==> src/rtl/core/vmt_pkg.sv <==
// shared types, constants and helpers of the virtio mmio transport registers
`timescale 1ns / 1ps
`default_nettype none
package vmt_pkg;

    localparam int QUEUE_COUNT = 8;
    localparam int QW = (QUEUE_COUNT > 1) ? $clog2(QUEUE_COUNT) : 1;

    localparam logic [31:0] MAGIC_VALUE    = 32'h7472_6976;
    localparam logic [31:0] VERSION_MODERN = 32'd2;
    localparam int          EVENT_IDX_BIT  = 29;

    localparam logic [7:0] ST_DRIVER_OK   = 8'h04;
    localparam logic [7:0] ST_FEATURES_OK = 8'h08;
    localparam logic [7:0] ST_NEEDS_RESET = 8'h40;

    localparam logic [1:0] KIND_READ  = 2'd0;
    localparam logic [1:0] KIND_WRITE = 2'd1;
    localparam logic [1:0] KIND_IRQ   = 2'd2;
    localparam logic [1:0] KIND_NONE  = 2'd3;

    localparam logic [1:0] CFG_DEVICE_ID       = 2'd0;
    localparam logic [1:0] CFG_VENDOR_ID       = 2'd1;
    localparam logic [1:0] CFG_DEVICE_FEATURES = 2'd2;
    localparam logic [1:0] CFG_QUEUE_MAX_SIZE  = 2'd3;

    localparam logic [8:0] OFF_MAGIC       = 9'h000;
    localparam logic [8:0] OFF_VERSION     = 9'h004;
    localparam logic [8:0] OFF_DEVICE_ID   = 9'h008;
    localparam logic [8:0] OFF_VENDOR_ID   = 9'h00C;
    localparam logic [8:0] OFF_DEV_FEAT    = 9'h010;
    localparam logic [8:0] OFF_DEV_FEAT_SEL = 9'h014;
    localparam logic [8:0] OFF_DRV_FEAT    = 9'h020;
    localparam logic [8:0] OFF_DRV_FEAT_SEL = 9'h024;
    localparam logic [8:0] OFF_QUEUE_SEL   = 9'h030;
    localparam logic [8:0] OFF_QUEUE_MAX   = 9'h034;
    localparam logic [8:0] OFF_QUEUE_NUM   = 9'h038;
    localparam logic [8:0] OFF_QUEUE_READY = 9'h044;
    localparam logic [8:0] OFF_QUEUE_NOTIFY = 9'h050;
    localparam logic [8:0] OFF_INT_STATUS  = 9'h060;
    localparam logic [8:0] OFF_INT_ACK     = 9'h064;
    localparam logic [8:0] OFF_STATUS      = 9'h070;
    localparam logic [8:0] OFF_DESC_LO     = 9'h080;
    localparam logic [8:0] OFF_DESC_HI     = 9'h084;
    localparam logic [8:0] OFF_AVAIL_LO    = 9'h090;
    localparam logic [8:0] OFF_AVAIL_HI    = 9'h094;
    localparam logic [8:0] OFF_USED_LO     = 9'h0A0;
    localparam logic [8:0] OFF_USED_HI     = 9'h0A4;
    localparam logic [8:0] OFF_CFG_GEN     = 9'h0FC;

    typedef struct packed {
        logic [15:0] size;
        logic        ready;
        logic        event_index;
        logic [63:0] desc_addr;
        logic [63:0] avail_addr;
        logic [63:0] used_addr;
    } t_ring;

    localparam int RING_W = $bits(t_ring);

    function automatic logic [31:0] size_mask(input logic [3:0] size);
        logic [31:0] m;
        unique case (size)
            4'd0:    m = 32'h0000_0000;
            4'd1:    m = 32'h0000_00FF;
            4'd2:    m = 32'h0000_FFFF;
            4'd3:    m = 32'h00FF_FFFF;
            default: m = 32'hFFFF_FFFF;
        endcase
        return m;
    endfunction

endpackage
`default_nettype wire

==> src/rtl/core/vmt_ram.sv <==
// generic single write port ram with registered read
`timescale 1ns / 1ps
`default_nettype none
module vmt_ram #(
    parameter int WIDTH = 8,
    parameter int DEPTH = 8
) (
    input  wire logic                             i_clk,
    input  wire logic                             i_we,
    input  wire logic [$clog2(DEPTH > 1 ? DEPTH : 2)-1:0] i_waddr,
    input  wire logic [WIDTH-1:0]                 i_wdata,
    input  wire logic                             i_re,
    input  wire logic [$clog2(DEPTH > 1 ? DEPTH : 2)-1:0] i_raddr,
    output logic      [WIDTH-1:0]                 o_rdata
);
    logic [WIDTH-1:0] r_mem [DEPTH];

    always_ff @(posedge i_clk) begin
        if (i_we) begin
            r_mem[i_waddr] <= i_wdata;
        end
        if (i_re) begin
            o_rdata <= r_mem[i_raddr];
        end
    end
endmodule
`default_nettype wire

==> src/rtl/core/virtio_mmio_transport_registers.sv <==
// virtio mmio transport register window with per-queue state in a ram
// pipeline: an accepted item is held in stage 1, and its result then in the output register
// throughput: one item per cycle unless m_axis_tready stalls; the per-queue ram read is
//   issued at accept time and a write from the item ahead is forwarded into the one behind
// reset: synchronous active low; per-queue entries read as zero through valid bits,
//   so no clearing pass is needed, and a status write of zero clears them the same way
`timescale 1ns / 1ps
`default_nettype none
module virtio_mmio_transport_registers
    import vmt_pkg::*;
(
    input  wire logic        i_clk,
    input  wire logic        i_rst_n,
    input  wire logic        s_axis_tvalid,
    output logic             s_axis_tready,
    input  wire logic [47:0] s_axis_tdata,  // offset, width, write_data, zero pad
    input  wire logic [1:0]  s_axis_tuser,  // kind
    output logic             m_axis_tvalid,
    input  wire logic        m_axis_tready,
    // read_data, notify_valid, notify_queue, driver_ok_pulse, device_reset_pulse,
    // interrupt_raised, interrupt_pending, zero pad
    output logic [71:0]      m_axis_tdata,
    input  wire logic        i_cfg_we,
    input  wire logic [1:0]  i_cfg_addr,
    input  wire logic [63:0] i_cfg_wdata
);
    // configuration
    logic [15:0] r_device_id;
    logic [31:0] r_vendor_id;
    logic [63:0] r_device_features;
    logic [15:0] r_queue_max_size;

    // transport state
    logic [7:0]  r_status, n_status;
    logic [31:0] r_int_bits, n_int_bits;
    logic [31:0] r_queue_select, n_queue_select;
    logic [31:0] r_dev_sel, n_dev_sel;
    logic [31:0] r_drv_sel, n_drv_sel;
    logic [63:0] r_drv_feat, n_drv_feat;
    logic [63:0] r_st_desc, n_st_desc;
    logic [63:0] r_st_avail, n_st_avail;
    logic [63:0] r_st_used, n_st_used;
    logic [31:0] r_cfg_gen, n_cfg_gen;
    logic [QUEUE_COUNT-1:0] r_qvalid, n_qvalid;

    // stage 1
    logic          r_s1_valid;
    logic [1:0]    r_s1_kind;
    logic [8:0]    r_s1_off;
    logic [3:0]    r_s1_size;
    logic [31:0]   r_s1_data;
    logic [QW-1:0] r_s1_addr;
    logic          r_fwd_valid;
    t_ring         r_fwd_data;

    // output register
    logic          r_out_valid;
    logic [71:0]   r_out_data;

    logic          in_fire, s1_fire;
    logic [8:0]    in_off;
    logic [31:0]   in_wv;
    logic [QW-1:0] rd_addr;
    logic [RING_W-1:0] ram_rdata;
    t_ring         ent, new_ent;
    logic          ram_we;
    logic          qv;
    logic [8:0]    off_al;
    logic [31:0]   wv, rd_reg, rd_val;
    logic          nv, dok, rst_p, irq;
    logic [31:0]   nq;
    logic [7:0]    ns, adding;
    logic [71:0]   result;

    assign s1_fire       = r_s1_valid && (!r_out_valid || m_axis_tready);
    assign s_axis_tready = !r_s1_valid || s1_fire;
    assign in_fire       = s_axis_tvalid && s_axis_tready;
    assign m_axis_tvalid = r_out_valid;
    assign m_axis_tdata  = r_out_data;

    assign in_off = {s_axis_tdata[8:2], 2'b00};
    assign in_wv  = s_axis_tdata[44:13] & size_mask(s_axis_tdata[12:9]);

    always_comb begin
        if (s_axis_tuser == KIND_WRITE && in_off == OFF_QUEUE_SEL) begin
            rd_addr = in_wv[QW-1:0];
        end else if (s1_fire) begin
            rd_addr = n_queue_select[QW-1:0];
        end else begin
            rd_addr = r_queue_select[QW-1:0];
        end
    end

    vmt_ram #(
        .WIDTH(RING_W),
        .DEPTH(QUEUE_COUNT)
    ) u_ring_ram (
        .i_clk  (i_clk),
        .i_we   (ram_we && s1_fire),
        .i_waddr(r_queue_select[QW-1:0]),
        .i_wdata(new_ent),
        .i_re   (in_fire),
        .i_raddr(rd_addr),
        .o_rdata(ram_rdata)
    );

    always_comb begin
        if (r_fwd_valid) begin
            ent = r_fwd_data;
        end else if (r_qvalid[r_s1_addr]) begin
            ent = t_ring'(ram_rdata);
        end else begin
            ent = '0;
        end
    end

    always_comb begin
        qv     = r_queue_select < 32'(QUEUE_COUNT);
        off_al = {r_s1_off[8:2], 2'b00};
        wv     = r_s1_data & size_mask(r_s1_size);

        n_status       = r_status;
        n_int_bits     = r_int_bits;
        n_queue_select = r_queue_select;
        n_dev_sel      = r_dev_sel;
        n_drv_sel      = r_drv_sel;
        n_drv_feat     = r_drv_feat;
        n_st_desc      = r_st_desc;
        n_st_avail     = r_st_avail;
        n_st_used      = r_st_used;
        n_cfg_gen      = r_cfg_gen;
        n_qvalid       = r_qvalid;
        new_ent        = ent;
        ram_we         = 1'b0;
        nv             = 1'b0;
        nq             = '0;
        dok            = 1'b0;
        rst_p          = 1'b0;
        irq            = 1'b0;
        ns             = wv[7:0];
        adding         = ns & ~r_status;

        // register read
        rd_reg = '0;
        if (!off_al[8]) begin
            unique case (off_al)
                OFF_MAGIC:       rd_reg = MAGIC_VALUE;
                OFF_VERSION:     rd_reg = VERSION_MODERN;
                OFF_DEVICE_ID:   rd_reg = {16'd0, r_device_id};
                OFF_VENDOR_ID:   rd_reg = r_vendor_id;
                OFF_DEV_FEAT:    rd_reg = (r_dev_sel == '0) ? r_device_features[31:0]
                                                            : r_device_features[63:32];
                OFF_QUEUE_MAX:   rd_reg = qv ? {16'd0, r_queue_max_size} : '0;
                OFF_QUEUE_READY: rd_reg = {31'd0, qv && ent.ready};
                OFF_INT_STATUS:  rd_reg = r_int_bits;
                OFF_STATUS:      rd_reg = {24'd0, r_status};
                OFF_CFG_GEN:     rd_reg = r_cfg_gen;
                default:         rd_reg = '0;
            endcase
        end
        rd_val = (rd_reg >> {r_s1_off[1:0], 3'b000}) & size_mask(r_s1_size);

        unique case (r_s1_kind)
            KIND_WRITE: begin
                if (off_al[8]) begin
                    n_cfg_gen = r_cfg_gen + 32'd1;
                end else begin
                    unique case (off_al)
                        OFF_DEV_FEAT_SEL: n_dev_sel = wv;
                        OFF_DRV_FEAT_SEL: n_drv_sel = wv;
                        OFF_DRV_FEAT: begin
                            if (r_drv_sel == '0) begin
                                n_drv_feat[31:0] = wv;
                            end else begin
                                n_drv_feat[63:32] = wv;
                            end
                        end
                        OFF_QUEUE_SEL: begin
                            n_queue_select = wv;
                            if (wv < 32'(QUEUE_COUNT)) begin
                                n_st_desc  = ent.desc_addr;
                                n_st_avail = ent.avail_addr;
                                n_st_used  = ent.used_addr;
                            end
                        end
                        OFF_QUEUE_NUM: begin
                            if (qv && wv <= {16'd0, r_queue_max_size}) begin
                                new_ent.size = wv[15:0];
                                ram_we       = 1'b1;
                            end
                        end
                        OFF_QUEUE_READY: begin
                            if (qv) begin
                                new_ent.desc_addr   = r_st_desc;
                                new_ent.avail_addr  = r_st_avail;
                                new_ent.used_addr   = r_st_used;
                                new_ent.event_index = r_drv_feat[EVENT_IDX_BIT];
                                new_ent.ready       = wv != '0;
                                ram_we              = 1'b1;
                            end
                        end
                        OFF_QUEUE_NOTIFY: begin
                            nv = 1'b1;
                            nq = wv;
                        end
                        OFF_INT_ACK: n_int_bits = r_int_bits & ~wv;
                        OFF_STATUS: begin
                            if (ns == '0) begin
                                rst_p          = 1'b1;
                                n_status       = '0;
                                n_int_bits     = '0;
                                n_queue_select = '0;
                                n_dev_sel      = '0;
                                n_drv_sel      = '0;
                                n_drv_feat     = '0;
                                n_st_desc      = '0;
                                n_st_avail     = '0;
                                n_st_used      = '0;
                                n_qvalid       = '0;
                            end else begin
                                if ((adding & ST_FEATURES_OK) != '0 &&
                                    (r_drv_feat & ~r_device_features) != '0) begin
                                    ns = (ns & ~ST_FEATURES_OK) | ST_NEEDS_RESET;
                                end
                                n_status = ns;
                                dok      = (adding & ST_DRIVER_OK) != '0;
                            end
                        end
                        OFF_DESC_LO:  n_st_desc[31:0]   = wv;
                        OFF_DESC_HI:  n_st_desc[63:32]  = wv;
                        OFF_AVAIL_LO: n_st_avail[31:0]  = wv;
                        OFF_AVAIL_HI: n_st_avail[63:32] = wv;
                        OFF_USED_LO:  n_st_used[31:0]   = wv;
                        OFF_USED_HI:  n_st_used[63:32]  = wv;
                        default: ;
                    endcase
                end
            end
            KIND_IRQ: begin
                n_int_bits = r_int_bits | r_s1_data;
                irq        = 1'b1;
            end
            default: ;
        endcase

        if (ram_we) begin
            n_qvalid[r_queue_select[QW-1:0]] = 1'b1;
        end

        result = {3'd0, n_int_bits != '0, irq, rst_p, dok, nq, nv,
                  (r_s1_kind == KIND_READ) ? rd_val : 32'd0};
    end

    always_ff @(posedge i_clk) begin
        if (!i_rst_n) begin
            r_device_id       <= '0;
            r_vendor_id       <= '0;
            r_device_features <= 64'h0000_0001_0000_0000;
            r_queue_max_size  <= 16'd256;
        end else if (i_cfg_we) begin
            unique case (i_cfg_addr)
                CFG_DEVICE_ID:       r_device_id       <= i_cfg_wdata[15:0];
                CFG_VENDOR_ID:       r_vendor_id       <= i_cfg_wdata[31:0];
                CFG_DEVICE_FEATURES: r_device_features <= i_cfg_wdata;
                CFG_QUEUE_MAX_SIZE:  r_queue_max_size  <= i_cfg_wdata[15:0];
                default: ;
            endcase
        end
    end

    always_ff @(posedge i_clk) begin
        if (!i_rst_n) begin
            r_status       <= '0;
            r_int_bits     <= '0;
            r_queue_select <= '0;
            r_dev_sel      <= '0;
            r_drv_sel      <= '0;
            r_drv_feat     <= '0;
            r_st_desc      <= '0;
            r_st_avail     <= '0;
            r_st_used      <= '0;
            r_cfg_gen      <= '0;
            r_qvalid       <= '0;
            r_s1_valid     <= 1'b0;
            r_out_valid    <= 1'b0;
            r_fwd_valid    <= 1'b0;
        end else begin
            if (s1_fire) begin
                r_status       <= n_status;
                r_int_bits     <= n_int_bits;
                r_queue_select <= n_queue_select;
                r_dev_sel      <= n_dev_sel;
                r_drv_sel      <= n_drv_sel;
                r_drv_feat     <= n_drv_feat;
                r_st_desc      <= n_st_desc;
                r_st_avail     <= n_st_avail;
                r_st_used      <= n_st_used;
                r_cfg_gen      <= n_cfg_gen;
                r_qvalid       <= n_qvalid;
                r_out_valid    <= 1'b1;
            end else if (m_axis_tready) begin
                r_out_valid <= 1'b0;
            end
            if (in_fire) begin
                r_s1_valid  <= 1'b1;
                r_fwd_valid <= s1_fire && ram_we && rd_addr == r_queue_select[QW-1:0];
            end else if (s1_fire) begin
                r_s1_valid <= 1'b0;
            end
        end
    end

    always_ff @(posedge i_clk) begin
        if (in_fire) begin
            r_s1_kind  <= s_axis_tuser;
            r_s1_off   <= s_axis_tdata[8:0];
            r_s1_size  <= s_axis_tdata[12:9];
            r_s1_data  <= s_axis_tdata[44:13];
            r_s1_addr  <= rd_addr;
            r_fwd_data <= new_ent;
        end
        if (s1_fire) begin
            r_out_data <= result;
        end
    end
endmodule
`default_nettype wire
==> config.mk <==
export PLATFORM = sky130hd
export DESIGN_NAME = virtio_mmio_transport_registers
export DESIGN_NICKNAME = d
export VERILOG_FILES = /design/src/rtl/core/vmt_pkg.sv /design/src/rtl/core/vmt_ram.sv /design/src/rtl/core/virtio_mmio_transport_registers.sv
export SDC_FILE = /design/constraint.sdc
export NUM_CORES = 1
export LEC_CHECK = 0
export ABC_CLOCK_PERIOD_IN_PS = 6800
export BUFFER_PORTS_ARGS = -buffer_cell sky130_fd_sc_hd__buf_2
export CAP_MARGIN = 20
export CORE_AREA = 2 2 244 246
export DETAILED_ROUTE_END_ITERATION = 7
export DIE_AREA = 0 0 246 248
export SETUP_SLACK_MARGIN = 0.5
export SYNTH_ARGS = -nofsm -noshare
export SYNTH_HDL_FRONTEND = slang
export SYNTH_SLANG_ARGS = --single-unit
==> constraint.sdc <==
create_clock -name i_clk -period 6.8 [get_ports i_clk]
set_clock_uncertainty 0.15 [all_clocks]
set_input_delay 0.68 -clock i_clk [delete_from_list [all_inputs] [get_ports i_clk]]
set_output_delay 0.68 -clock i_clk [all_outputs]
set_load 0.02 [all_outputs]
# Yosys cells after proc, flatten, opt, wreduce, memory -nomap -nowiden
# Memory sizes are Yosys's and may differ from the RTL's. A register that Yosys moved wholly into a read port is not among the register bits.
# Cells that the tools add are included.
# totals
elab_cells	226
latchBits	0
ff_bits	892
input_bits	121
mem_bits_rw	1680
mem_bits_ro	0
mem_count	1
out_inout_bits	74
# op_classes
n_mul	0
shift	1
n_addsub	1
div_mod_pow	0
n_lt_le_gt_ge	6
eq_ne	40
reduce_logical	57
n_mux	65
bitwise	15
# memory_table
memory	words	width	read_ports	rd_ports_with_merged_regs	write_ports	line_no	text
u_ring_ram.r_mem	8	210	1	1	1	vmt_ram.sv:16	logic [WIDTH-1:0] r_mem [DEPTH];
# op_table
op	count
$mux W210	4
$pmux W32 S3	6
$mux W194	2
$pmux W32 S10	1
$pmux W32 S2	5
$mux W32	8
$mux W64	4
$pmux W32 S4	1
$pmux W64 S2	1
$and A32 B32 Y32	3
$and A64 B64 Y64	1
$logic_not A32 Y1	2
$lt A32 B4 Y1 const B	2
$not A64 Y64	1
$reduce_bool A32 Y1	2
$reduce_bool A64 Y1	1
$eq A7 B6 Y1 const B	7
$mux W16	3
$mux W8	6
$reduce_and A6 Y1	8
$eq A7 B4 Y1 const B	6
$eq A7 B5 Y1 const B	5
$add A32 B1 Y32 const B	1
$le A32 B16 Y1	1
other kinds (42)	104

# Longest topological paths before layout
# depth
ltp_word	12
ltp_mapped	15
ltp_nobuf	12

# Hierarchy
# A second synthesis with hierarchy kept.
# hier_totals
hier_cells	7399
area_unflattened_um2	112710.6
# modules_own_cells
module	cells_each	area_each_um2	instances	seq_area_each_um2
vmt_ram	2650	70416.3	1	56754.4
virtio_mmio_transport_registers	4749	42294.3	1	21150.3

# Least setup slack after synthesis
# No wires, ideal clock.
# synth_path
kind	input -> register
start	input m_axis_tready
end	register r_out_data[0] (netlist: m_axis_tdata[0]) (enable)
cell_stages	4
t_arrival_ns	3.203
setup_ns	0.460
setup_slack_ns	2.987
path_buffers	1
t_required_ns	6.190
cell_sequence	nand2b_1 -> nand2_1 -> inv_2 -> buf_1
# synth_via
elab_chain_cells	2
# synth_rtl
element	line_no	text
from (decl)	virtio_mmio_transport_registers.sv:19	input wire logic m_axis_tready,
$logic_or A1 B1 Y1	virtio_mmio_transport_registers.sv:75	assign s1_fire = r_s1_valid && (!r_out_valid || m_axis_tready);
$logic_and A1 B1 Y1	virtio_mmio_transport_registers.sv:75	
net s1_fire	virtio_mmio_transport_registers.sv:60	logic in_fire, s1_fire;
to (signal assigned)	virtio_mmio_transport_registers.sv:323	r_out_data <= result;
to (decl)	virtio_mmio_transport_registers.sv:58	logic [71:0] r_out_data;
# The timed path passes the listed nets, and every way through them passes these cells.
# A chain may end at the register's enable or synchronous reset.

# Worst setup path after layout
# layout_path
start	register r_s1_size[3]
end	memory u_ring_ram.r_mem[2][193] (netlist name) (enable)
# layout_via
elab_chain_cells	12
elab_cells_between_ends	15
cone_classes	1 x order compare; 3 x eq/ne; 7 x mux; 1 x bitwise; 3 x reduce/logical
# layout_rtl
element	line_no	text
from (decl)	virtio_mmio_transport_registers.sv:50	logic [3:0] r_s1_size;
from (signal assigned)	virtio_mmio_transport_registers.sv:317	r_s1_size <= s_axis_tdata[12:9];
$eq A4 B2 Y1 (tied with other cells)	vmt_pkg.sv:64	unique case (size)
$pmux W32 S4 *	vmt_pkg.sv:64	
$and A32 B32 Y32 *	virtio_mmio_transport_registers.sv:120	wv = r_s1_data & size_mask(r_s1_size);
net wv[3]	virtio_mmio_transport_registers.sv:69	logic [31:0] wv, rd_reg, rd_val;
$le A32 B16 Y1 *	virtio_mmio_transport_registers.sv:187	if (qv && wv <= {16'd0, r_queue_max_size}) begin
$logic_and A1 B1 Y1 *	virtio_mmio_transport_registers.sv:187	
$mux W1 *	virtio_mmio_transport_registers.sv:187	
$pmux W1 S2 *	virtio_mmio_transport_registers.sv:168	unique case (off_al)
$mux W1 *	virtio_mmio_transport_registers.sv:165	if (off_al[8]) begin
$mux W1 *	virtio_mmio_transport_registers.sv:163	unique case (r_s1_kind)
$logic_and A1 B1 Y1 *	virtio_mmio_transport_registers.sv:99	.i_we (ram_we && s1_fire),
$mux W1 *	vmt_ram.sv:19	if (i_we) begin
$mux W1 (implied by the code) *	vmt_ram.sv:20	r_mem[i_waddr] <= i_wdata;
to (decl)	vmt_ram.sv:16	
# Mark *: on every way through the listed nets, which the timed path passes. The rest lies on a longest branch.

==> flow_summary.ini <==
[yosys]
synth_edf_count = 129
synth.top_cell.area_share_pct = 32.2
syn_area_mm2 = 0.0230
ys_warn_count = 0
synth_cells = 2549
synth-seq-cells = 500
yosysUniqueCellTypes = 81
ys.flop_type = dfxtp_1
seq_area_frac_synth_pct = 49.0
async_reset_ff_share_pct = 0
yosys-top-cells-area = dfxtp_1 (32%), edfxtp_1 (17%), nand2_1 (8.7%)
synth_largest_area_cell = dfxtp_1
syn_avg_cell_area_um2 = 9.04

[placed_design]
gp_congestion = 0.916
hpwl_mm = 58.7
io_buffers = 188
dpl.cell_count = 3373
dp_slack_ps = 2490
dpl-instance-area_mm2 = 0.0246

[critical_path]
critPathLaunchType = register
regToRegStartpoint = r_s1_size[3]
worstRegToRegCells = 13
critPathArrivalTime_ps = 4400
cp_max_fo = 18
worstSetupPathType = register to register
regToRegEndpoint = u_ring_ram.r_mem[2][193]
required_ps = 6930
ff2ff_setup_slack_ps = 2520
cp-startpoint = r_s1_size[3]
end_kind = register

[floorplan]
rows = 89
die_h_um = 248
ios = 195
start_util_pct = 39.4
dieArea_mm2 = 0.0610
coreArea_mm2 = 0.0585
die_x_um = 246

[pwr]
p_leak_nw = 9.34
powerDensity_mw_per_mm2 = 254
ir_drop_v = 0.000198

[timing]
period_share_pct = 62.9
fin_crit_ps = 4280
hold_violations = 0
setup-tns-final_ps = 0
rsz0062_at_grt = no
tightest_slew_ps = 1080
finalWorstSetupSlack_ps = 2520
maxSlewViolCount = 0
slew_headroom_pct = 27.8
setup_viol = 0
max_freq_mhz = 234

[drt]
drtIter0Drc = 2165
drcViolationCount = 0
num_vias = 19800
antenna_left = 0
wl_mm = 81.3
wire_per_inst_um = 23.4
first_pass_iters = 8
via_per_inst = 5.69

[cells_and_area]
final_common_cell = nand2_1
instances_no_fill = 3480
final_core_util_pct = 45.5
final_cell_mix = nand2_1 (537), dfxtp_1 (371), a21boi_0 (212), buf_2 (188), nor2b_1 (134)
stdcell_area_mm2 = 0.0266
area_growth_pct = 15.4
antenna_cells = 0
drive_above_1_share_pct = 13.8
final_nets = 2801

[clock_tree]
cts_tree = yes
clk-insertion-delay-late_ps = 620
cts.repair.resized = 0
clock_path_buffers = 3
htree_levels = 2
holdBufCountCts = 0
root_buffer = clkbuf_16
clk_pin_slew_ps = 60
clock_sinks = 500
post_cts_buffers = 0
cts_buffers = 54

[run]
drv_cap = 0

[min_path]
hold_depth = 1
holdPathEnd = r_s1_data[24]
hp-class = input pin to register
min-delay-start = s_axis_tdata[37]

[grt]
grt_pass1_wl_mm = 119
first_global_vias = 18600
grt_antenna_before_repair = 2
grt_overflow_total = 0
grt_util_all_layers_pct = 26.1
grt_max_degree = 278

[status]
status = complete, no violations
routing by layer:
layer	part of all wire (%)	global-route usage [%]	vias up
met5	0	0	-
met2	44	40.4	883
met1	45	36.8	9565
met4	4.2	10.7	0
li1	-	-	9181
met3	7.1	3.41	157
layout make-up:
type / count / area, µm²
Fill cell: 5641 / 31900
Sequential cell: 500 / 11300
Multi-Input combinational cell: 1780 / 10800
Clock buffer: 64 / 1430
Timing Repair Buffer: 227 / 1330
Tap cell: 773 / 967
Clock inverter: 38 / 413
Inverter: 98 / 370
cells in the mapped netlist (all sizes together) (35+ instances only):
cell      n
a21boi  215
a21oi    75
a22oi    68
and2     38
clkbuf  147
dfxtp   371
edfxtp  129
inv      98
mux2i    57
nand2   537
nand3    35
nor2    120
nor2b   134
nor4     42
o21ai    48
cell families after synthesis:
kind of cell	after synthesis	share of synthesized area (%)
flip-flops	500	49.0
other	1	0.0163
adder cells (fa/ha/maj)	19	1.03
AO/OA/AOI/OAI	594	18.7
AND/OR/NAND/NOR	1052	21.6
multiplexers	82	3.91
buffers and inverters	271	4.55
XOR/XNOR	30	1.14
critical path, cell delays in order, from the launching register on:
cell and delay (ps):
edfxtp_1 460, or2_2 490, or3_1 520, nand2_1 430, inv_1 200, ha_1 330
inv_1 90, a311oi_1 60, nor3_1 210, o211ai_1 100, nand2_1 120, a41oi_1 170
buf_4 260, nor4b_1 350
sequential cells by signal (all words and copies together), names as in the netlist, 8 cells and up:
register / count
m_axis_tdata: 69
r_cfg_gen: 32
r_dev_sel: 32
r_device_features: 64
r_device_id: 16
r_drv_feat: 64
r_drv_sel: 32
r_int_bits: 32
r_queue_max_size: 16
r_queue_select: 32
r_qvalid: 8
r_s1_data: 32
r_s1_off: 9
r_status: 8
r_vendor_id: 32
u_ring_ram.r_mem: 8
where the power goes:
group	switching (mW)	leakage, nW	internal, mW	total (mW)
clock network	1.27	0.895	1.81	3.08
registers	0.0695	4.21	3.12	3.19
logic	0.327	4.24	0.151	0.478
worst max path at each step:
| stage | endpoint | slack (ps) |
|---|---|---|
| after floorplan | m_axis_tdata[0] | 2990 |
| after global placement | r_drv_sel[31] | 2530 |
| after detailed placement | r_drv_sel[31] | 2490 |
| after CTS | u_ring_ram.r_mem[2][193] | 2590 |
| after global routing | u_ring_ram.r_mem[4][193] | 2290 |
| final | u_ring_ram.r_mem[2][193] | 2520 |
per-stage QoR:
| stage | total power [mW] | hold slack (ps) |
|---|---|---|
| after floorplan | 3.49 | 270 |
| after global placement | 3.71 | 285 |
| after detailed placement | 3.72 | 297 |
| after CTS | 6.77 | 66.7 |
| after global routing | 6.94 | 79.4 |
| final | 6.74 | 89.6 |
Power figures use the tool's default switching activity.
